File: config.mk
export PLATFORM = sky130hd
export DESIGN_NAME = hre_mul
export DESIGN_NICKNAME = d
export VERILOG_FILES = /design/src/hw/rtl/hre_mul.sv
export SDC_FILE = /design/constraint.sdc
export NUM_CORES = 2
export LEC_CHECK = 0
export BUFFER_PORTS_ARGS = -buffer_cell sky130_fd_sc_hd__buf_2
export CAP_MARGIN = 20
export CORE_ASPECT_RATIO = 0.6
export CORE_MARGIN = 1
export CORE_UTILIZATION = 55
export DETAILED_ROUTE_END_ITERATION = 7
export GPL_TIMING_DRIVEN = 1
export PLACE_DENSITY = 0.8
export RECOVER_POWER = 50
export SLEW_MARGIN = 10
export SYNTH_ARGS = -nofsm -noshare
export SYNTH_HDL_FRONTEND = slang
export SYNTH_SLANG_ARGS = --single-unit
File: constraint.sdc
create_clock -name clk_i -period 8.46 [get_ports clk_i]
set_clock_uncertainty 0.05 [all_clocks]
set_input_delay 0.846 -clock clk_i [delete_from_list [all_inputs] [get_ports clk_i]]
set_output_delay 0.846 -clock clk_i [all_outputs]
set_load 0.02 [all_outputs]
File: src/hw/rtl/hre_mul.sv
// hre_mul: shared 33x33 signed multiplier with registered product
// no dependencies
`timescale 1ns / 1ps

module hre_mul (
  input  logic               clk_i,
  input  logic signed [32:0] a_i,
  input  logic signed [32:0] b_i,
  output logic signed [65:0] p_o
);

  logic signed [65:0] p_q;

  always_ff @(posedge clk_i) begin
    p_q <= a_i * b_i;
  end

  assign p_o = p_q;

endmodule

==> flow_summary.yaml <==
yosys:
  synthTopCellsByCount: "1145 x fa_1, 1131 x inv_1, 562 x and2_1, 551 x nand2_1, 217 x ha_1"
  netlist_instances: 4338
  async_flop_share_pct: 0
  synth.area.top_cells: "fa_1 56%, inv_1 10%, and2_1 8.6%"
  syn-cell-area_sq_um: 40730
  synth_top_area_share_pct: 56.27
  synthFlopType: "dfxtp_1"
  synth_warnings: 0
  ys_types: 80
  yosysMostFrequentCell: "fa_1"
  ys_ff_latch: 66
  syn_area_per_cell_sq_um: 9.390
  yosysTopAreaCell: "fa_1"
  synth_edf_count: 0
  ys_seq_area_share_pct: 3.244
  syn-num-nets: 5767
die:
  die_x_um: 353.3
  start_util_pct: 56.22
  ios: 133
  core_sq_um: 72460
  die_h_um: 212.8
  dieArea_sq_um: 75190
  placementRows: 76
clocking:
  post_cts_buffers: 0
  cts-htree-levels: 3
  cts.sinks: 66
  cts_inserted_buffers: 9
  post_cts_resized: 0
  cts_root_buf: "clkbuf_16"
  cts_tree: "built"
  cts.hold.buffers_added: 0
  path_clk_slew_ps: 70
  clock_path_buffers: 2
setup_path:
  slowest_stage: "fa_1"
  crit_top_cell: "fa_1"
  end_kind: "register"
  critPathMaxFanout: 27
  cp.required_ps: 8760
  crit_path_start_kind: "primary input"
  cpPeakStageDelay_ps: 560
  path_delay_family: "adder cells"
  critical_path_depth: 26
  worstPathArrival_ps: 8460
  worst-path-buf-inv: 8
  critPathKind: "in2reg"
detailed_routing:
  routedWlPerCell_um: 20.85
  viasPerCell: 5.378
  first_iter_violations: 3149
  drt-total-wl_um: 113100
  post-route-drc-count: 0
  vias: 29170
  first_pass_iters: 6
  final_antenna_net_count: 0
global_routing:
  grt_use_total_pct: 32.65
  grt_pass1_wl_um: 184400
  grt_max_degree: 34
  grt-busiest-layer: "met1"
  grt_use_met3_pct: 21.38
  grt_pass1_vias: 31310
  met1_usage_pct: 47.47
  use_met2_pct: 40.53
  grt-ovfl-total: 0
  antenna_found_initial: 10
timing:
  fin_crit_ps: 8158
  fmax_mhz: 122.6
  setup_violations: 0
  slew_viol_final: 0
  worstMarginPinSlew_ps: 896.4
  relSlewSlack_pct: 39.98
  finalCritPeriodShare_pct: 96.43
  hold-worst-slack_ps: 1001
  setup_tns_ps: 0
  rsz0062_at_grt: "false"
  hold_viol_final: 0
cells_and_area:
  drive_above_1_share_pct: 6.770
  area_growth_pct: 6.804
  fin_nets: 5870
  largest_reg_flops: 66
flow_run:
  cap_violations: 0
hold_path:
  whs_path_depth: 3
  hold_class: "in2reg"
status:
  status: "complete, no violations"
place:
  place_congestion: 0.9626
  post-dp-hpwl_um: 98920
  io_buffers: 132
final timing paths:
kind	end	startpoint	slack [ps]
setup / recovery	p_o[53]	b_i[4]	300
hold / removal	p_o[0]	a_i[0]	1000
cells by family (layout without fill, tap and decap cells):
kind of cell / Yosys count / after routing / share of synthesized area, %
buffers and inverters: 1352 / 1460 / 12.51
DFF: 66 / 66 / 3.244
and+or+nand+nor: 1271 / 1271 / 15.78
other: 0 / 3 / 0
AOI/OAI and AO/OA: 219 / 219 / 4.067
xor gates and xnor gates: 68 / 68 / 1.462
adders and majority gates: 1362 / 1362 / 62.94
per-stage QoR:
step | instance area, sq um | utilization [%] | instances | worst slack, ps
floorplan | 40730 | - | 4338 | 327.6
detailed placement | 43300 | 59.75 | 5405 | -24.00
CTS | 43580 | 60.14 | 5421 | 394.8
global route | 43500 | 60.03 | 5422 | 60.85
finish | 43510 | 60.04 | 5424 | 301.9
global placement | 43300 | 59.75 | 5405 | -121.5
placed cells by master (no fill, tap or decap), drive strengths merged, types with 12 or more instances in the layout:
master	netlist	routed
xor2	25	25
fa	1145	1145
xnor2	43	43
and2	563	563
buf	13	249
nand4	12	12
clkbuf	208	75
nor2	68	68
o21ai	33	33
nand2b	12	12
a21oi	61	61
ha	217	217
inv	1131	1132
a21o	38	38
nand3	26	26
dfxtp	66	66
nand2	551	551
per-layer routing:
metal	part of all wire, %	up-vias	wire length [um]
met2	37	1848	41600
met1	42	14660	47430
li1	-	12530	-
met5	0.19	-	213
met4	0.96	18	1088
met3	20	106	22740
layout make-up:
class / instances / area (sq um)
Antenna cell: 3 / 7.507
Clock buffer: 11 / 242.7
Clock inverter: 5 / 37.54
Fill cell: 5877 / 28950
Inverter: 1131 / 4245
Multi-Input combinational cell: 2920 / 34320
Sequential cell: 66 / 1321
Tap cell: 975 / 1220
Timing Repair Buffer: 313 / 2115
Power is left out: the tool's default activity adds up to more than one toggle a clock period on the data nets, which glitch-free logic cannot reach.
