$ cat src/hw/rtl/hre_pkg.sv
// hre_pkg: shared types and constants of the homography reprojection error unit
// no dependencies
`timescale 1ns / 1ps

package hre_pkg;

  // start of one iterative unit and the number of steps it runs
  typedef struct packed {
    logic       start;
    logic [6:0] iters;
  } hre_ctl_t;

  // norm codes
  localparam logic [2:0] NORM_MAX = 3'd0;
  localparam logic [2:0] NORM_L1  = 3'd1;
  localparam logic [2:0] NORM_L2  = 3'd2;
  localparam logic [2:0] NORM_L3  = 3'd3;
  localparam logic [2:0] NORM_L4  = 3'd4;

  // register indexes
  localparam logic [2:0] CFG_H00_01 = 3'd0;
  localparam logic [2:0] CFG_H02_10 = 3'd1;
  localparam logic [2:0] CFG_H11_12 = 3'd2;
  localparam logic [2:0] CFG_H20_21 = 3'd3;
  localparam logic [2:0] CFG_H22    = 3'd4;
  localparam logic [2:0] CFG_NORM   = 3'd5;

  localparam logic [31:0] H_ONE    = 32'h4000_0000;
  localparam logic [2:0]  NORM_RST = NORM_L2;

endpackage

$ cat src/hw/rtl/hre_div.sv
// hre_div: restoring divider, one quotient bit per cycle
// depends on hre_pkg
`timescale 1ns / 1ps

module hre_div (
  input  logic              clk_i,
  input  logic              rst_ni,
  input  hre_pkg::hre_ctl_t ctl_i,
  input  logic [63:0]       rem_i,
  input  logic [63:0]       num_i,
  input  logic [63:0]       den_i,
  output logic              busy_o,
  output logic [63:0]       quo_o
);
  import hre_pkg::*;

  logic        busy_q, busy_d;
  logic [6:0]  cnt_q, cnt_d;
  logic [63:0] rem_q, rem_d;
  logic [63:0] num_q, num_d;
  logic [63:0] den_q, den_d;
  logic [63:0] quo_q, quo_d;
  logic [64:0] rs;
  logic [64:0] diff;
  logic        ge;

  assign rs   = {rem_q, num_q[63]};
  assign ge   = rs >= {1'b0, den_q};
  assign diff = rs - {1'b0, den_q};

  always_comb begin
    busy_d = busy_q;
    cnt_d  = cnt_q;
    rem_d  = rem_q;
    num_d  = num_q;
    den_d  = den_q;
    quo_d  = quo_q;
    if (ctl_i.start) begin
      busy_d = (ctl_i.iters != 7'd0);
      cnt_d  = ctl_i.iters;
      rem_d  = rem_i;
      num_d  = num_i;
      den_d  = den_i;
      quo_d  = '0;
    end else if (busy_q) begin
      rem_d  = ge ? diff[63:0] : rs[63:0];
      quo_d  = {quo_q[62:0], ge};
      num_d  = {num_q[62:0], 1'b0};
      cnt_d  = cnt_q - 7'd1;
      busy_d = (cnt_q != 7'd1);
    end
  end

  always_ff @(posedge clk_i or negedge rst_ni) begin
    if (!rst_ni) begin
      busy_q <= 1'b0;
      cnt_q  <= '0;
    end else begin
      busy_q <= busy_d;
      cnt_q  <= cnt_d;
    end
  end

  always_ff @(posedge clk_i) begin
    rem_q <= rem_d;
    num_q <= num_d;
    den_q <= den_d;
    quo_q <= quo_d;
  end

  assign busy_o = busy_q;
  assign quo_o  = quo_q;

endmodule

$ cat config.mk
export PLATFORM = sky130hd
export DESIGN_NAME = hre_div
export DESIGN_NICKNAME = d
export VERILOG_FILES = /design/src/hw/rtl/hre_pkg.sv /design/src/hw/rtl/hre_div.sv
export SDC_FILE = /design/constraint.sdc
export NUM_CORES = 1
export LEC_CHECK = 0
export BUFFER_PORTS_ARGS = -buffer_cell sky130_fd_sc_hd__buf_2
export CORE_ASPECT_RATIO = 1.5
export CORE_MARGIN = 5
export CORE_UTILIZATION = 51
export DETAILED_ROUTE_END_ITERATION = 10
export PLACE_DENSITY = 0.77
export SYNTH_ARGS = -nofsm -noshare
export SYNTH_HDL_FRONTEND = slang
export SYNTH_SLANG_ARGS = --single-unit
$ cat constraint.sdc
create_clock -name clk_i -period 3.03 [get_ports clk_i]
set_input_delay 0.4545 -clock clk_i [delete_from_list [all_inputs] [get_ports clk_i]]
set_output_delay 0.4545 -clock clk_i [all_outputs]
set_load 0.05 [all_outputs]
==> results summary, run 1 <==
The run finished, with violations left. The placeable core region is 28800 um^2. The worst-case hold path end point is den_q[10]. The number of levels the H-tree was split into came out at 1. The endpoint required time on the critical path is 3.35 ns.

The final net count is 2233. For this run the aggregate overflow at the end of global routing stands at 0. The via count of the first global-routing pass is 13900. The remaining number of nets flagged by the antenna check after routing came out at 0. The min-delay analysis places its worst path in the category input pin to register.

The detailed-placement wirelength estimate is 32.3 mm. The nature of the critical path endpoint is a register. The beginning of the worst hold path is den_i[10].

In this run the mean area of a mapped cell was 10.3 um^2. The final core utilization is 73.6%. The peak supply drop came out at 0.000647 V.

The top-area cell type share of the netlist area is 38.7%. Ranked by total cell area, the synthesized netlist is headed by sky130_fd_sc_hd__edfxtp_1, sky130_fd_sc_hd__dfxtp_1, sky130_fd_sc_hd__mux2_2. The internal power is 12.8 mW. The buffer and inverter count on the worst path came out at 2. The maximum root-to-sink buffer count came out at 3. Setup slack on the critical path of the routed design comes to -0.368 ns. The sort of element at the start of the critical path is a register.

The average vias per placed instance is 5.65. The die is 150 um wide. The highest-delay cell along the critical path is sky130_fd_sc_hd__a311o_2. In the final routed layout, each cell accounts on average for 20.1 um. The combinational power share is 58.8%. Setup repair after global routing could not meet its margin everywhere. For this run, the top clock speed supported by timing is 294 MHz. After floorplanning, the core was divided into 76 placement rows.

The maximum number of pins on one net before global-route repair is 77. For this block, the initial DRC count from the detailed router was 871. The setup slack on the worst flop-to-flop path came out at -0.37 ns.

The most used flip-flop cell after synthesis is sky130_fd_sc_hd__edfxtp_1. The ratio of cells with drive above 1 in the final layout came out at 45.2%. The number of nets produced by synthesis is 1713.

The depth of the worst register-to-register path is 13. The most used standard cell by instance count after synthesis is sky130_fd_sc_hd__edfxtp_1. The cell type contributing the most total cell area after synthesis is sky130_fd_sc_hd__edfxtp_1. The max-capacitance violation count is 0. Once layout is done, the placed cells without fillers occupy 21200 um^2.

The synthesized instance count is 1444. The slew at the pin closest to its max-slew limit came out at 0.929 ns. The count of flip-flops with a built-in enable after synthesis is 192. The switching part of the total came out at 38.4%.

The final reports fail on setup timing. The worst clock skew is 0.0182 ns. For this design the static power due to leakage is 9.32 nW.

Tracing the worst setup path back leads to its startpoint at rem_q[5]. In the finished design, the share of the clock period the worst path needs comes to 112%. In this run the tightest slew margin relative to its limit is 38.1%. The number of antenna violations at the first check in global routing is 10. Timing analysis after detailed placement gives a worst setup slack of -0.387 ns. The final sum of negative setup slack is -15.29 ns. Counting flops and latches in the post-synthesis netlist gives 264. The final wirelength came out at 47.9 mm. Counting the buffers created by CTS gives 26. The number of fillers in the final layout came out at 1932. The synthesized cell area came out at 14900 um^2. For the worst setup path, the data arrival time is 3.72 ns. The analysis attributes to net switching a power of 7.97 mW.

The clock root buffer master is sky130_fd_sc_hd__clkbuf_16. The final number of max-transition violations is 0. The clock edge transition at the registers on the reported setup and hold paths is 0.06 ns.

For this block, the via count after detailed routing is 13500. The clock tree from TritonCTS is yes. The number of warnings printed during yosys synthesis is 0. The final weighted congestion in routability-driven placement came out at 0.937. The die area is 32800 um^2.

The launch instance of the worst register-to-register path is rem_q[5]. Traced cell by cell, the critical path runs through ha_1, a21oi_2, o21ai_0, nor2_1, a21oi_2, a221oi_2, o21bai_4, a311o_2, buf_6, clkbuf_16, nor2_4, a21oi_2, mux2_4. From bottom edge to top edge, the die measures 219 um. The number of distinct library cells after synthesis is 75. The worst register-to-register path ends at rem_q[11]. The total clock sinks came out at 264. The effective utilization at floorplan is 51.8%. Setup violations remaining at the end of the flow were counted as 65. In the routed design, unresolved DRC markers number 0. The area growth from synthesis to final layout came out at 42.2%.

Summing the sequential cell areas from Yosys gives 48.6% of the chip area. The hold-critical path depth came out at 1. The largest single stage delay on the critical path is 0.46 ns. The clock period minus worst slack is 3.40 ns. The wire length of the first global-routing pass is 70.1 mm. The number of iterations in the first detailed-routing pass is 6.

The maximum fanout along the worst path came out at 6. The overall power after layout is 20.8 mW. The worst setup path is of the register to register kind. The most frequent cell on the critical path is sky130_fd_sc_hd__a21oi_2.

Of all flip-flops after synthesis, the portion carrying an async set or reset was 3.03%. The total global-route track usage is 26.8%. The power density over the cells came out at 979 nW/um^2. The fraction of power consumed by the clock network came out at 16.2%. The number of buffers added on ports is 266.

In the synthesized netlist, the cells that appear most often are sky130_fd_sc_hd__edfxtp_1, sky130_fd_sc_hd__nor2_1, sky130_fd_sc_hd__a21oi_1. The final hold violation count is 0. Broken down by cell family, the worst path's largest delay share belongs to compound AO/OA/AOI/OAI gates.

The sequential share of power came out at 25.0%. The clock latency on the worst-skew pair is 0.57 ns. The instance area after placement came out at 18400 um^2. In this run the count of I/O pins placed on the die edge is 267.
metal layers:
metal  routed length [um]  track usage [%]  vias up
li1                     -                -     6294
met4                 3000             12.4        8
met3                 3170             5.62      195
met1                16900             28.6     6397
met2                24800             50.2      567
met5                   35                0        -
what timing repair did:
item / in CTS / in global routing
pin swaps: 80 / 50
cloned: 5 / 3
hold buffers: 1 / 0
resized for setup: 201 / 102
hold endpoints to repair: 8 / 0
endpoints found under the setup margin: 65 / 65
setup buffers: 36 / 25
sequential cells by signal, summed over array words and instances (netlist names):
signal / count
busy_o: 1
cnt_q: 7
den_q: 64
num_q: 64
quo_o: 64
rem_q: 64
final cells by class:
class / instances / area, um^2 / area share (%)
clock inverter: 17 / 213 / 1.00
sequential: 264 / 7250 / 34.2
inverter: 96 / 360 / 1.70
multi-input combinational: 1003 / 8170 / 38.5
clock buffer: 30 / 666 / 3.14
tap: 390 / 488 / 2.30
timing repair buffer: 573 / 4040 / 19.0
antenna: 8 / 20.0 / 0.0944
placed cells by master (no fill, tap or decap), drive strengths merged, types with 6 or more instances in the layout:
| cell type | instances |
|---|---|
| o21a | 31 |
| a21oi | 135 |
| nand2b | 9 |
| ha | 66 |
| nand4 | 31 |
| nor2b | 7 |
| mux2 | 88 |
| xor2 | 25 |
| nand2 | 97 |
| nor2 | 141 |
| nor4 | 6 |
| edfxtp | 192 |
| buf | 569 |
| nand3 | 17 |
| nor3 | 15 |
| o21ai | 81 |
| inv | 96 |
| clkbuf | 33 |
| xnor2 | 34 |
| o211ai | 8 |
| diode | 8 |
| and2 | 6 |
| mux2i | 68 |
| and3 | 7 |
| dfrtp | 8 |
| dfxtp | 64 |
| a31oi | 6 |
| or4 | 6 |
| clkinv | 9 |
| o31ai | 6 |
| o21bai | 19 |
| a21o | 22 |
| a211oi | 14 |
power groups by stage:
stage | sequential (mW) | combinational [mW] | clock [mW]
2_1_floorplan | 5.01 | 5.39 | 0
3_3_place_gp | 5.07 | 8.94 | 0
3_5_place_dp | 5.10 | 9.07 | 0
4_1_cts | 5.12 | 10.9 | 3.40
5_1_grt | 5.24 | 13.0 | 3.56
6_report | 5.19 | 12.2 | 3.36
how the worst max path moves through the flow:
| stage | end | cells after the start |
|---|---|---|
| 2_1_floorplan | rem_q[26] | 13 |
| 5_1_grt | rem_q[62] | 12 |
| 3_3_place_gp | rem_q[62] | 15 |
| 6_report | rem_q[11] | 13 |
| 3_5_place_dp | rem_q[54] | 13 |
| 4_1_cts | rem_q[62] | 13 |
cells by family after synthesis:
group / share of synthesized area, %
flip-flops: 48.6
buffers and inverters: 4.80
XOR/XNOR: 3.46
AND/OR/NAND/NOR: 11.1
AO/OA/AOI/OAI: 15.2
adder cells (fa/ha/maj): 5.67
multiplexers: 11.2
per-stage QoR:
step,hold slack (ns),std cells
final,0.0590,2381
after detailed placement,0.309,2263
after global routing,0.0452,2379
after CTS,0.0401,2351
after floorplan,0.159,1444
after global placement,0.302,2263
Note: power is estimated with default switching activity, not from simulation.
==> run 2, diff against run 1 <==
CELL_PAD_IN_SITES_DETAIL_PLACEMENT = 0   (was unset)
CELL_PAD_IN_SITES_GLOBAL_PLACEMENT = 1   (was unset)
CORE_UTILIZATION = 40   (was 51)
PLACE_DENSITY = unset   (was 0.77)
PLACE_DENSITY_LB_ADDON = 0.1   (was unset)
==> results summary, run 2 (synthesized netlist as in run 1, its figures left out) <==
The flow ran to the end, but the final reports show violations. The checks that failed: setup timing. Tracing the worst setup path back leads to its startpoint at rem_q[28].

Data arrives at the worst endpoint at 3.65 ns. On the worst path, the slowest cell contributes a delay of 0.53 ns. The average vias per placed instance is 5.15. The per-cell routed wire length came out at 18.6 um. The final number of max-transition violations is 0.

The highest-delay cell along the critical path is sky130_fd_sc_hd__or4_4. The top cell types in the final layout, fill and taps aside, are sky130_fd_sc_hd__buf_4, sky130_fd_sc_hd__buf_2, sky130_fd_sc_hd__edfxtp_1. In this run the critical register-to-register path is launched from rem_q[28]. The worst clock skew came out at 0.0413 ns. The routed layout has 13000 vias.

The sort of element at the start of the critical path is a register. The most frequent cell on the critical path is sky130_fd_sc_hd__buf_12. The cell area after layout is 21900 um^2. The number of clock buffers added by TritonCTS is 29.

Routability-driven placement finished with a final weighted congestion of 0.882. The number of iterations in the first detailed-routing pass came out at 5. The effective utilization at floorplan is 40.5%. In this run the worst path has a maximum fanout of 7. The share of the clock period used by the worst path is 110%.

The via count of the first global-routing pass came to 13500. The overall power after layout is 21.3 mW. The peak clock frequency supported by timing came out at 299 MHz.

The maximum root-to-sink buffer count is 3. The number of buffers added on ports is 266. Measured along the y axis, the die boundary spans 247 um. In this run the remaining antenna-violating nets after routing total 0. Walking the worst path, the cells encountered are ha_4, and2_4, nand3_4, or3_4, nand2b_4, or4_4, nand4_4, a311o_2, buf_12, buf_12, clkbuf_16, a21oi_2, mux2_4. Setup repair after global routing could not meet its margin everywhere. Clock-pin slew was measured on the worst setup and hold paths at 0.07 ns. Entering global routing, the biggest net connects 60 pins.

The leakage dissipation is 9.66 nW. The boundary pin count is 267. For the finished layout, the period the worst path requires is 3.34 ns. The critical path is of the register to register type.

The most common cell after layout, fill and taps aside is sky130_fd_sc_hd__buf_4. The number of cell rows came out at 86. The peak supply drop is 0.000578 V. The class of the worst hold path is input pin to register. In the final layout, the share of cells above drive strength 1 is 48.1%. The number of cells in the finished layout apart from fillers came out at 2529. The die outline width is 168 um.

The final worst setup slack came out at -0.315 ns. The buffer and inverter count on the worst path is 3. The detailed-placement wirelength estimate came out at 34.9 mm. The clock root buffer master is sky130_fd_sc_hd__clkbuf_16.

The final net count is 2283. The post-route DRC violation count came out at 0. The worst relative slew slack is 60.1%.

The first global-routing pass estimated 70.5 mm of wire. Wires add up to 47.0 mm. The clock latency on the worst-skew pair came out at 0.59 ns.

The total global-route track usage came out at 21.2%. The region available for standard cell placement spans 36800 um^2. The endpoint required time on the critical path is 3.34 ns. The DRC marker count from the first detailed-route iteration came out at 393. The area growth from synthesis to final layout is 47.0%.

The total clock sinks came out at 264. The cell family contributing the most delay on the critical path is simple AND/OR/NAND/NOR gates. The worst hold path begins at den_i[50]. The nature of the critical path endpoint is a register. The clock tree from TritonCTS is yes. The max-capacitance violation count came out at 0. The final core utilization came out at 59.6%. The instance area after placement came out at 18700 um^2. In this run the number of H-tree levels came out at 1. The final hold violation count is 0.

The slew at the pin closest to its max-slew limit came out at 0.598 ns. The cell count after placement is 2388. The number of antenna violations at the first check in global routing is 17. The residual overflow from global routing is 0. The die area is 41300 um^2. The worst hold slack after final layout came out at 0.0384 ns.

The setup-violating endpoint count in the final report came out at 62. For this design the ratio of total power to cell area is 973 nW/um^2.
run 2: per-layer routing:
layer  vias up  global-route usage (%)  share of wire, %
met4        18                    7.17               3.5
met5         -                       0              0.21
met2       287                    40.5                53
met1      6214                    22.3                37
met3        97                    5.44               5.8
li1       6407                       -                 -
run 2: final timing paths:
check	endpoint	slack, ns	depth (start not counted)
max	rem_q[11]	-0.31	13
min	den_q[50]	0.04	1
max reg2reg	rem_q[11]	-0.31	13
min reg2reg	quo_o[55]	0.50	2
max in group asynchronous	cnt_q[3]	2.59	2
min in group asynchronous	cnt_q[1]	0.25	2
run 2: where the power goes:
| part | internal [mW] | switching, mW | total [mW] | leakage, nW |
|---|---|---|---|---|
| Combinational | 6.54 | 6.12 | 12.7 | 6.64 |
| Sequential | 4.70 | 0.450 | 5.15 | 2.55 |
| Clock | 1.98 | 1.55 | 3.52 | 0.467 |
run 2: area by class of cell:
| class | count | area [um^2] |
|---|---|---|
| Antenna cell | 8 | 20.0 |
| Inverter | 96 | 360 |
| Sequential cell | 264 | 7250 |
| Clock inverter | 19 | 125 |
| Multi-Input combinational cell | 1003 | 8330 |
| Timing Repair Buffer | 620 | 4400 |
| Clock buffer | 35 | 832 |
| Fill cell | 3228 | 14900 |
| Tap cell | 484 | 606 |
run 2: worst reg2reg max path, delay by kind of cell (launching register included):
family                     cells  cell delay (ns)
AOI/OAI and AO/OA              2             0.30
adders and majority gates      1             0.31
buffers and inverters          3             0.43
DFF                            1             0.43
muxes                          1             0.25
and+or+nand+nor                6             1.38
run 2: stage by stage:
step	worst slack, ns	setup TNS [ns]
2_1_floorplan	-0.0000582	-0.0000582
3_3_place_gp	-0.404	-16.64
3_5_place_dp	-0.402	-17.71
4_1_cts	-0.231	-7.84
5_1_grt	-0.385	-17.97
6_report	-0.315	-11.38
run 2: what timing repair did:
item                                    CTS  global route
resized for setup                       183           164
cloned                                    3             5
hold endpoints to repair                  8             0
pin swaps                                55            50
hold buffers                              1             0
setup buffers                            40            36
endpoints found under the setup margin   64            65
