--- config.mk ---
export PLATFORM = sky130hd
export DESIGN_NAME = hre_sqrt
export DESIGN_NICKNAME = d
export VERILOG_FILES = /design/src/hw/rtl/hre_pkg.sv /design/src/hw/rtl/hre_sqrt.sv
export SDC_FILE = /design/constraint.sdc
export NUM_CORES = 1
export LEC_CHECK = 0
export BUFFER_PORTS_ARGS = -buffer_cell sky130_fd_sc_hd__buf_2
export CORE_UTILIZATION = 33
export CTS_BUF_LIST = sky130_fd_sc_hd__clkbuf_8
export DETAILED_ROUTE_END_ITERATION = 8
export PLACE_DENSITY = 0.56
export SYNTH_ARGS = -nofsm -noshare
export SYNTH_HDL_FRONTEND = slang
export SYNTH_SLANG_ARGS = --single-unit
--- constraint.sdc ---
create_clock -name clk_i -period 3.6 [get_ports clk_i]
set_input_delay 0.9 -clock clk_i [delete_from_list [all_inputs] [get_ports clk_i]]
set_output_delay 0.9 -clock clk_i [all_outputs]
set_load 0.02 [all_outputs]
--- src/hw/rtl/hre_pkg.sv ---
// hre_pkg: shared types and constants of the homography reprojection error unit
// no dependencies
`timescale 1ns / 1ps

package hre_pkg;

  // start of one iterative unit and the number of steps it runs
  typedef struct packed {
    logic       start;
    logic [6:0] iters;
  } hre_ctl_t;

  // norm codes
  localparam logic [2:0] NORM_MAX = 3'd0;
  localparam logic [2:0] NORM_L1  = 3'd1;
  localparam logic [2:0] NORM_L2  = 3'd2;
  localparam logic [2:0] NORM_L3  = 3'd3;
  localparam logic [2:0] NORM_L4  = 3'd4;

  // register indexes
  localparam logic [2:0] CFG_H00_01 = 3'd0;
  localparam logic [2:0] CFG_H02_10 = 3'd1;
  localparam logic [2:0] CFG_H11_12 = 3'd2;
  localparam logic [2:0] CFG_H20_21 = 3'd3;
  localparam logic [2:0] CFG_H22    = 3'd4;
  localparam logic [2:0] CFG_NORM   = 3'd5;

  localparam logic [31:0] H_ONE    = 32'h4000_0000;
  localparam logic [2:0]  NORM_RST = NORM_L2;

endpackage

--- src/hw/rtl/hre_sqrt.sv ---
// hre_sqrt: digit-by-digit integer square root, one root bit per cycle
// depends on hre_pkg; radicand is left aligned in 96 bits
`timescale 1ns / 1ps

module hre_sqrt (
  input  logic              clk_i,
  input  logic              rst_ni,
  input  hre_pkg::hre_ctl_t ctl_i,
  input  logic [95:0]       rad_i,
  output logic              busy_o,
  output logic [47:0]       root_o
);
  import hre_pkg::*;

  logic        busy_q, busy_d;
  logic [6:0]  cnt_q, cnt_d;
  logic [95:0] x_q, x_d;
  logic [49:0] rem_q, rem_d;
  logic [47:0] root_q, root_d;
  logic [51:0] rem_s;
  logic [51:0] trial;
  logic        ge;

  assign rem_s = {rem_q, x_q[95:94]};
  assign trial = {2'b00, root_q, 2'b01};
  assign ge    = rem_s >= trial;

  always_comb begin
    busy_d = busy_q;
    cnt_d  = cnt_q;
    x_d    = x_q;
    rem_d  = rem_q;
    root_d = root_q;
    if (ctl_i.start) begin
      busy_d = (ctl_i.iters != 7'd0);
      cnt_d  = ctl_i.iters;
      x_d    = rad_i;
      rem_d  = '0;
      root_d = '0;
    end else if (busy_q) begin
      rem_d  = ge ? 50'(rem_s - trial) : rem_s[49:0];
      root_d = {root_q[46:0], ge};
      x_d    = {x_q[93:0], 2'b00};
      cnt_d  = cnt_q - 7'd1;
      busy_d = (cnt_q != 7'd1);
    end
  end

  always_ff @(posedge clk_i or negedge rst_ni) begin
    if (!rst_ni) begin
      busy_q <= 1'b0;
      cnt_q  <= '0;
    end else begin
      busy_q <= busy_d;
      cnt_q  <= cnt_d;
    end
  end

  always_ff @(posedge clk_i) begin
    x_q    <= x_d;
    rem_q  <= rem_d;
    root_q <= root_d;
  end

  assign busy_o = busy_q;
  assign root_o = root_q;

endmodule

==> metrics.yaml, run 1 <==
run_status:
  status: "complete, no violations"
cts:
  clk_pin_slew_worst_paths_ns: 0.06
  clock-root-buffer: "clkbuf_8"
  postCtsSetupRepairBufs: 0
  cts_resized: 0
  cts_tree: "yes"
  clkLatencyLatePin_ns: 0.56
  numCtsBuffers: 38
  cts.path.max_buffers: 3
  cts_hold_buf: 0
  htreeDepth: 2
  numClockSinks: 202
placed_design:
  hpwl_um: 20200
  placed_area_um2: 12900
  post-place-cells: 1747
  gp_congestion: 0.876
  port_buffers: 154
  preCtsSetupSlack_ns: 0.277
power_and_ir_drop:
  power_density_nw_per_um2: 807
  ir_drop_mv: 0.468
  leakage_nw: 5.97
floorplan:
  fp.dieW_um: 190
  ioPinCount: 155
  die_h_um: 190
  dieArea_um2: 36100
  start_util_pct: 33.7
  fp.coreArea_um2: 34600
  num_rows: 68
drt:
  final_antenna_net_count: 0
  wl_um: 28700
  avgViaCountPerCell: 5.02
  drt_iter0_markers: 503
  drc: 0
  post_drt_wl_per_cell_um: 15.8
  first_pass_iters: 5
  num_vias: 9103
global_route:
  antenna_found_initial: 8
  grt_pass1_wl_um: 46700
  grt_pass1_vias: 9105
  track_usage_pct: 16.0
  grt_start_max_net_pins: 97
  grt_overflow: 0
setup_path:
  cp-startpoint: "root_o[35]"
  worstPathArrival_ns: 3.81
  required_ns: 4.10
  endpoint_kind: "flop"
  cp_max_fo: 46
  crit_type: "reg2reg"
  start_kind: "flop"
  setup.worst_path.end: "rem_q[14]"
  r2r-end: "rem_q[14]"
  r2r-start: "root_o[35]"
  worst-r2r-cell-count: 14
  r2r_setup_slack_ns: 0.28
synthesis:
  syn-num-nets: 1341
  yosys.area.top_type: "edfxtp_1"
  synth_edf_count: 96
  async_reset_ff_share_pct: 3.96
  syn_avg_cell_area_um2: 9.86
  synth.most_common_cell: "nor2_1"
  netlist_area_um2: 11700
  post_synth_main_area_contributors: "edfxtp_1, dfxtp_1, mux2_2"
  yosysSeqAreaShare_pct: 43.2
  synth_cells: 1183
  ys_ff_latch: 202
  yosys_warnings: 0
  synthTopCellsByCount: "nor2_1, dfxtp_1, edfxtp_1, nand2_1, mux2_2"
  ys.flop_type: "dfxtp_1"
  synth_top_area_share_pct: 24.7
  synth.distinct_cells: 77
flow_run:
  maxCapViolations: 0
finish:
  finalNetCount: 1490
  design_area_um2: 13700
  multiInputGateArea_um2: 6070
  n_fill_cell: 3478
  stdcell_count: 1815
  regArea_um2: 5050
  drive_gt1_share_pct: 25.8
  synthToLayoutAreaGrowth_pct: 17.3
sta:
  max_clock_freq_mhz: 302
  fin_crit_ns: 3.32
  finalHoldViolCount: 0
  setup_viol: 0
  slew-limit-headroom_pct: 47.6
  finalCritPeriodShare_pct: 92.1
  fin_ws_ns: 0.285
  clock_skew_ns: 0.0207
  grt_setup_unrepaired: "false"
  worstMarginPinSlew_ns: 0.787
  slew_viol_final: 0
  tns_ns: 0
hold_path:
  hold_class: "in2async"
metrics by stage:
| step | util, % | hold WS (ns) | power, W |
|---|---|---|---|
| after global placement | 37.4 | 0.495 | 0.00882 |
| after global routing | 39.5 | 0.149 | 0.0120 |
| final | 39.5 | 0.176 | 0.0110 |
| after CTS | 39.5 | 0.136 | 0.0112 |
| after detailed placement | 37.4 | 0.496 | 0.00883 |
| after floorplan | - | 0.468 | 0.00750 |
worst min path at each step:
stage | from | to | slack [ns]
floorplan | rem_q[17] | rem_q[19] | 0.47
detailed placement | rem_q[48] | rem_q[48] | 0.50
finish | rst_ni | cnt_q[5] | 0.18
global placement | rem_q[33] | rem_q[35] | 0.49
global route | rst_ni | cnt_q[3] | 0.15
CTS | rst_ni | cnt_q[4] | 0.14
worst max-delay path, stage by stage, from the launching register on:
cell,delay (ns)
dfxtp_1,0.36
inv_1,0.06
ha_1,0.40
a21oi_1,0.23
o21ai_0,0.16
a221oi_1,0.57
o21a_1,0.20
o221ai_1,0.16
a21oi_4,0.21
buf_12,0.25
buf_4,0.26
nand2_1,0.07
o211ai_1,0.09
o21ai_0,0.11
nor2_1,0.11
layer usage:
metal / vias up / global-route usage, % / share of wire [%]
li1: 4559 / - / -
met4: 10 / 4.93 / 2.0
met5: - / 0 / 0.23
met1: 4247 / 19.6 / 45
met3: 61 / 6.51 / 8.6
met2: 226 / 25.3 / 44
sequential cells by signal, indices dropped and copies added, names as in the netlist:
signal / cells
busy_o: 1
rem_q: 50
cnt_q: 7
root_o: 48
x_q: 96
layout by cell type, fill, tap and decap left out, types with 16 or more instances in the layout:
master / Yosys / final
nand2_1: 96 / 96
edfxtp_1: 96 / 96
mux2i_1: 60 / 60
xor2_1: 17 / 17
a21oi_1: 68 / 68
clkbuf_8: 0 / 41
buf_2: 12 / 153
nor2_1: 126 / 126
a21o_1: 16 / 16
xnor2_1: 30 / 30
buf_4: 3 / 21
mux2_2: 95 / 95
o21ai_0: 62 / 62
o211ai_1: 17 / 17
dfxtp_1: 98 / 98
inv_1: 65 / 70
ha_1: 52 / 52
where the power goes:
part | switching [W] | internal (W)
registers | 0.000237 | 0.00281
clock network | 0.00102 | 0.00120
logic | 0.00324 | 0.00254
total | 0.00449 | 0.00654
area by class of cell:
cell class	instances	share of cell area [%]
well taps	455	4.16
inverters	66	1.84
diodes	2	0.0366
multi-input cells	845	44.3
clock inverters	25	1.22
flip-flops and latches	202	36.9
clock buffers	41	4.12
repair buffers	179	7.41
kinds of logic (layout without fill, tap and decap cells):
kind of cell | count (synthesis) | in the layout | share of synthesized area [%]
buf+inv | 136 | 311 | 4.83
mux | 155 | 155 | 14.3
flops | 202 | 202 | 43.2
fa+ha+maj | 52 | 52 | 5.58
compound gates | 266 | 266 | 15.6
xor+xnor | 47 | 47 | 3.53
simple gates | 325 | 325 | 13.0
other cells | 0 | 2 | 0
No activity file was read; power rests on OpenSTA's default activity.
==> run 2: changes to the inputs <==
- REMOVE_ABC_BUFFERS: unset -> 1
==> run 2 against run 1 <==
Effect of this change:
- sequential share of layout area grew 0.24 points
- wire length is 2.0% lower
- register-to-register slack better by 0.09 ns
- core utilization decreased by 0.26 points
- die area unchanged
- non-clock buffer count is 15 lower
- clock-buffer cell count rose by 5
- hold slack better by 0.0043 ns
- total power down 2.0%
- fmax is 2.7% higher
- final area shrank 0.65%
==> metrics.yaml, run 2 (same netlist as run 1, synthesis figures left out) <==
finish:
  final_cell_mix: "buf_2, nor2_1, dfxtp_1, nand2_1, edfxtp_1"
  regArea_um2: 5050
  largest_reg_flops: 96
  design_area_um2: 13600
  fin_util_pct: 39.3
  final_common_cell: "buf_2"
  synthToLayoutAreaGrowth_pct: 16.5
  n_fill_cell: 3515
  drive_gt1_share_pct: 25.1
  multiInputGateArea_um2: 6070
  finalNetCount: 1476
  top_register: "x_q"
placed_design:
  hpwl_um: 19900
  port_buffers: 154
  gp_congestion: 0.839
  placed_area_um2: 12800
global_route:
  grt_start_max_net_pins: 133
  grt_pass1_wl_um: 45600
  track_usage_pct: 15.6
  antenna_found_initial: 8
  grt_overflow: 0
  grt_pass1_vias: 8877
setup_path:
  start_kind: "flop"
  r2r-start: "root_o[5]"
  cp_num_buf_inv: 1
  r2r_setup_slack_ns: 0.37
  slowest_delay_ns: 0.39
  cp-startpoint: "root_o[5]"
  worst-r2r-cell-count: 12
  r2r-end: "rem_q[48]"
  path_depth: 12
  endpoint_kind: "flop"
  cp_cell_sequence: "inv_1 -> ha_1 -> a21oi_1 -> o21ai_0 -> nor2b_1 -> o41ai_2 -> nand2_1 -> a21boi_2 -> o221ai_2 -> a211oi_1 -> nand3_1 -> a311oi_1"
  crit_type: "reg2reg"
  cpMaxStageDelayCell: "o41ai_2"
  worstPathArrival_ns: 3.68
  required_ns: 4.06
  setup.worst_path.end: "rem_q[48]"
  crit_family: "compound AO/OA/AOI/OAI gates"
  cp_max_fo: 7
cts:
  clkLatencyLatePin_ns: 0.55
  numClockSinks: 202
  numCtsBuffers: 39
  cts_hold_buf: 0
  cts_tree: "yes"
  htreeDepth: 2
  clk_pin_slew_worst_paths_ns: 0.06
  cts.path.max_buffers: 3
  cts_resized: 0
  postCtsSetupRepairBufs: 0
  clock-root-buffer: "clkbuf_8"
floorplan:
  num_rows: 68
  fp.dieW_um: 190
  fp.coreArea_um2: 34600
  ioPinCount: 155
  start_util_pct: 33.7
  dieArea_um2: 36100
  die_h_um: 190
drt:
  avgViaCountPerCell: 5.03
  first_pass_iters: 5
  final_antenna_net_count: 0
  num_vias: 9092
  drc: 0
  drt_iter0_markers: 493
  post_drt_wl_per_cell_um: 15.6
  wl_um: 28100
power_and_ir_drop:
  switching_share_pct: 40.9
  ir_drop_mv: 0.339
  p_int_w: 0.00640
  leakage_nw: 5.95
  seqPwrFrac_pct: 28.0
  power.switching_w: 0.00442
  power_density_nw_per_um2: 796
  clkPwrFrac_pct: 20.2
  pwr-share-comb_pct: 51.8
run_status:
  status: "complete, no violations"
flow_run:
  maxCapViolations: 0
sta:
  slew_viol_final: 0
  worstMarginPinSlew_ns: 0.648
  clock_skew_ns: 0.00838
  setup_viol: 0
  grt_setup_unrepaired: "false"
  slew-limit-headroom_pct: 56.3
  fin_crit_ns: 3.23
  finalHoldViolCount: 0
  finalCritPeriodShare_pct: 89.7
  max_clock_freq_mhz: 310
hold_path:
  hold_class: "in2async"
==> run 2: cell types whose count changed in the layout (fill, tap and decap cells not counted) <==
cell,change
inv_6,-1
o31ai_1,-1
clkbuf_8,+6
inv_1,+9
buf_6,-1
clkinv_1,-6
diode_2,+2
o31ai_2,+1
bufinv_16,-2
buf_4,-15
==> run 2: how the worst min path moves through the flow <==
stage	startpoint	end	slack (ns)	cells past startpoint
final	rst_ni	cnt_q[4]	0.18	1
after CTS	rst_ni	cnt_q[4]	0.14	1
after detailed placement	rem_q[39]	rem_q[39]	0.50	2
after floorplan	rem_q[17]	rem_q[19]	0.46	2
after global placement	rem_q[33]	rem_q[35]	0.49	2
after global routing	rst_ni	cnt_q[3]	0.16	1
==> run 2: area by class of cell <==
cell class	instances	share of cell area [%]
Timing Repair Buffer	164	6.65
Multi-Input combinational cell	845	44.6
Inverter	66	1.83
Sequential cell	202	37.1
Antenna cell	4	0.0736
Clock buffer	46	4.66
Tap cell	455	4.19
Clock inverter	25	0.819
==> run 2: power by group through the flow <==
stage	clock [W]	combinational, W	sequential (W)
finish	0.00218	0.00561	0.00303
global route	0.00238	0.00627	0.00308
CTS	0.00227	0.00561	0.00303
detailed placement	0	0.00558	0.00307
global placement	0	0.00556	0.00307
floorplan	0	0.00432	0.00303
==> run 2: metrics by stage <==
| step | power, W | instances | worst slack (ns) | TNS (ns) | hold WS, ns |
|---|---|---|---|---|---|
| floorplan | 0.00735 | 1113 | -2.41 | -280.80 | 0.463 |
| global placement | 0.00863 | 1732 | 0.373 | 0 | 0.489 |
| detailed placement | 0.00865 | 1732 | 0.278 | 0 | 0.497 |
| CTS | 0.0109 | 1803 | 0.247 | 0 | 0.143 |
| global route | 0.0117 | 1803 | 0.0509 | 0 | 0.163 |
| finish | 0.0108 | 1807 | 0.372 | 0 | 0.180 |
==> run 2: metal layers <==
metal,global-route usage (%),wire (um),share of wire (%),up-vias
li1,-,-,-,4559
met1,19.4,12400,44,4224
met2,24.1,12300,44,233
met3,6.53,2630,9.4,66
met4,5.27,677,2.4,10
met5,0,74,0.26,-
==> run 3: changes to the inputs <==
- CORE_MARGIN: unset -> 4
==> run 3 against run 2 <==
Effect of this change:
- non-clock buffer count rose by 20
- first-iteration DRC count increased by 12%
- global-route usage is 0.73 points lower
- final area up 1.4%
- clock-buffer cell count is 2 lower
- combinational power up 3%
- clock skew grew 0.017 ns
- die area rose by 6.4%
- via count grew 0.43%
- critical path type unchanged
- largest cell class unchanged
==> metrics.yaml, run 3 (same netlist as run 1, synthesis figures left out) <==
run_status:
  status: "complete, no violations"
power_and_ir_drop:
  p_int_w: 0.00669
  switching_share_pct: 40.1
  ir_drop_mv: 0.354
  seqPwrFrac_pct: 27.2
  power.switching_w: 0.00448
  clkPwrFrac_pct: 21.1
  power_density_nw_per_um2: 810
  pwr-share-comb_pct: 51.7
  leakage_nw: 6.05
hold_path:
  hold_class: "in2async"
sta:
  worstMarginPinSlew_ns: 0.565
  clock_skew_ns: 0.0255
  slew-limit-headroom_pct: 61.9
  finalCritPeriodShare_pct: 91.2
  fin_crit_ns: 3.28
  slew_viol_final: 0
  grt_setup_unrepaired: "false"
  setup_viol: 0
  max_clock_freq_mhz: 305
  finalHoldViolCount: 0
global_route:
  grt_pass1_wl_um: 47900
  antenna_found_initial: 11
  grt_overflow: 0
  grt_start_max_net_pins: 82
  track_usage_pct: 14.9
  grt_pass1_vias: 9165
floorplan:
  num_rows: 68
  dieArea_um2: 38400
  fp.coreArea_um2: 34700
  start_util_pct: 33.6
  ioPinCount: 155
  die_h_um: 196
  fp.dieW_um: 196
placed_design:
  port_buffers: 154
  hpwl_um: 20800
  gp_congestion: 0.854
  placed_area_um2: 13000
cts:
  cts_tree: "yes"
  htreeDepth: 2
  cts_resized: 0
  numCtsBuffers: 38
  cts_hold_buf: 0
  cts.path.max_buffers: 3
  clock-root-buffer: "clkbuf_8"
  numClockSinks: 202
  clkLatencyLatePin_ns: 0.56
  clk_pin_slew_worst_paths_ns: 0.07
drt:
  wl_um: 29000
  first_pass_iters: 5
  avgViaCountPerCell: 5.01
  post_drt_wl_per_cell_um: 15.9
  final_antenna_net_count: 0
  drc: 0
  num_vias: 9131
  drt_iter0_markers: 551
finish:
  final_common_cell: "buf_2"
  design_area_um2: 13800
  final_cell_mix: "buf_2, nor2_1, dfxtp_1, nand2_1, edfxtp_1"
  fin_util_pct: 39.7
  finalNetCount: 1495
  drive_gt1_share_pct: 26.0
  largest_reg_flops: 96
  synthToLayoutAreaGrowth_pct: 18.2
  top_register: "x_q"
setup_path:
  start_kind: "flop"
  r2r_setup_slack_ns: 0.32
  required_ns: 4.10
  worstPathArrival_ns: 3.78
  cp_max_fo: 11
  endpoint_kind: "flop"
  crit_type: "reg2reg"
flow_run:
  maxCapViolations: 0
-- run 3: path summary, 6_finish.rpt --
kind	from	to	depth (start not counted)
min in group clk_i	rem_q[30]	rem_q[30]	2
setup reg to reg	root_o[45]	rem_q[49]	12
setup / recovery	root_o[45]	rem_q[49]	12
hold / removal	rst_ni	cnt_q[1]	1
hold reg to reg	rem_q[30]	rem_q[30]	2
max in group asynchronous	rst_ni	busy_o	1
-- run 3: routing by layer --
layer  global-route usage (%)  share of wire (%)
met3                     6.34                9.1
met1                     19.7                 46
met2                     22.4                 43
met4                     4.01                2.1
met5                        0               0.31
-- run 3: area by class of cell --
class / instances / area [um^2]
Antenna cell: 4 / 10.0
Clock buffer: 44 / 606
Clock inverter: 24 / 191
Fill cell: 3496 / 20900
Inverter: 66 / 250
Multi-Input combinational cell: 845 / 6070
Sequential cell: 202 / 5050
Tap cell: 455 / 569
Timing Repair Buffer: 184 / 1050
-- run 3: power by group through the flow --
stage	combinational, W	sequential, W	clock [W]
finish	0.00577	0.00304	0.00236
global route	0.00647	0.00308	0.00257
CTS	0.00572	0.00304	0.00248
detailed placement	0.00569	0.00308	0
global placement	0.00567	0.00308	0
floorplan	0.00432	0.00303	0
-- run 3: stage by stage --
step	total power, W	worst slack, ns	hold WS, ns	TNS [ns]	std cells
global placement	0.00874	0.293	0.485	0	1749
floorplan	0.00735	-2.41	0.463	-280.80	1113
CTS	0.0112	0.168	0.141	0	1817
finish	0.0112	0.318	0.185	0	1824
global route	0.0121	0.0705	0.166	0	1822
detailed placement	0.00877	0.178	0.491	0	1749
-- run 3: critical path: stages, from the launching register on --
cell and delay [ns]:
dfxtp_1 0.42, inv_1 0.07, ha_1 0.46, nand4_1 0.17, or4_4 0.45, or3_1 0.32, o221ai_1 0.29, a21oi_4 0.08
buf_4 0.20, nor2b_1 0.35, and3b_1 0.22, nand4_1 0.11, o21ai_0 0.08
-- run 3: timing repair --
item,CTS,global route
setup buffers,0,3
setup endpoints to repair,0,25
endpoints found under the hold margin,0,0
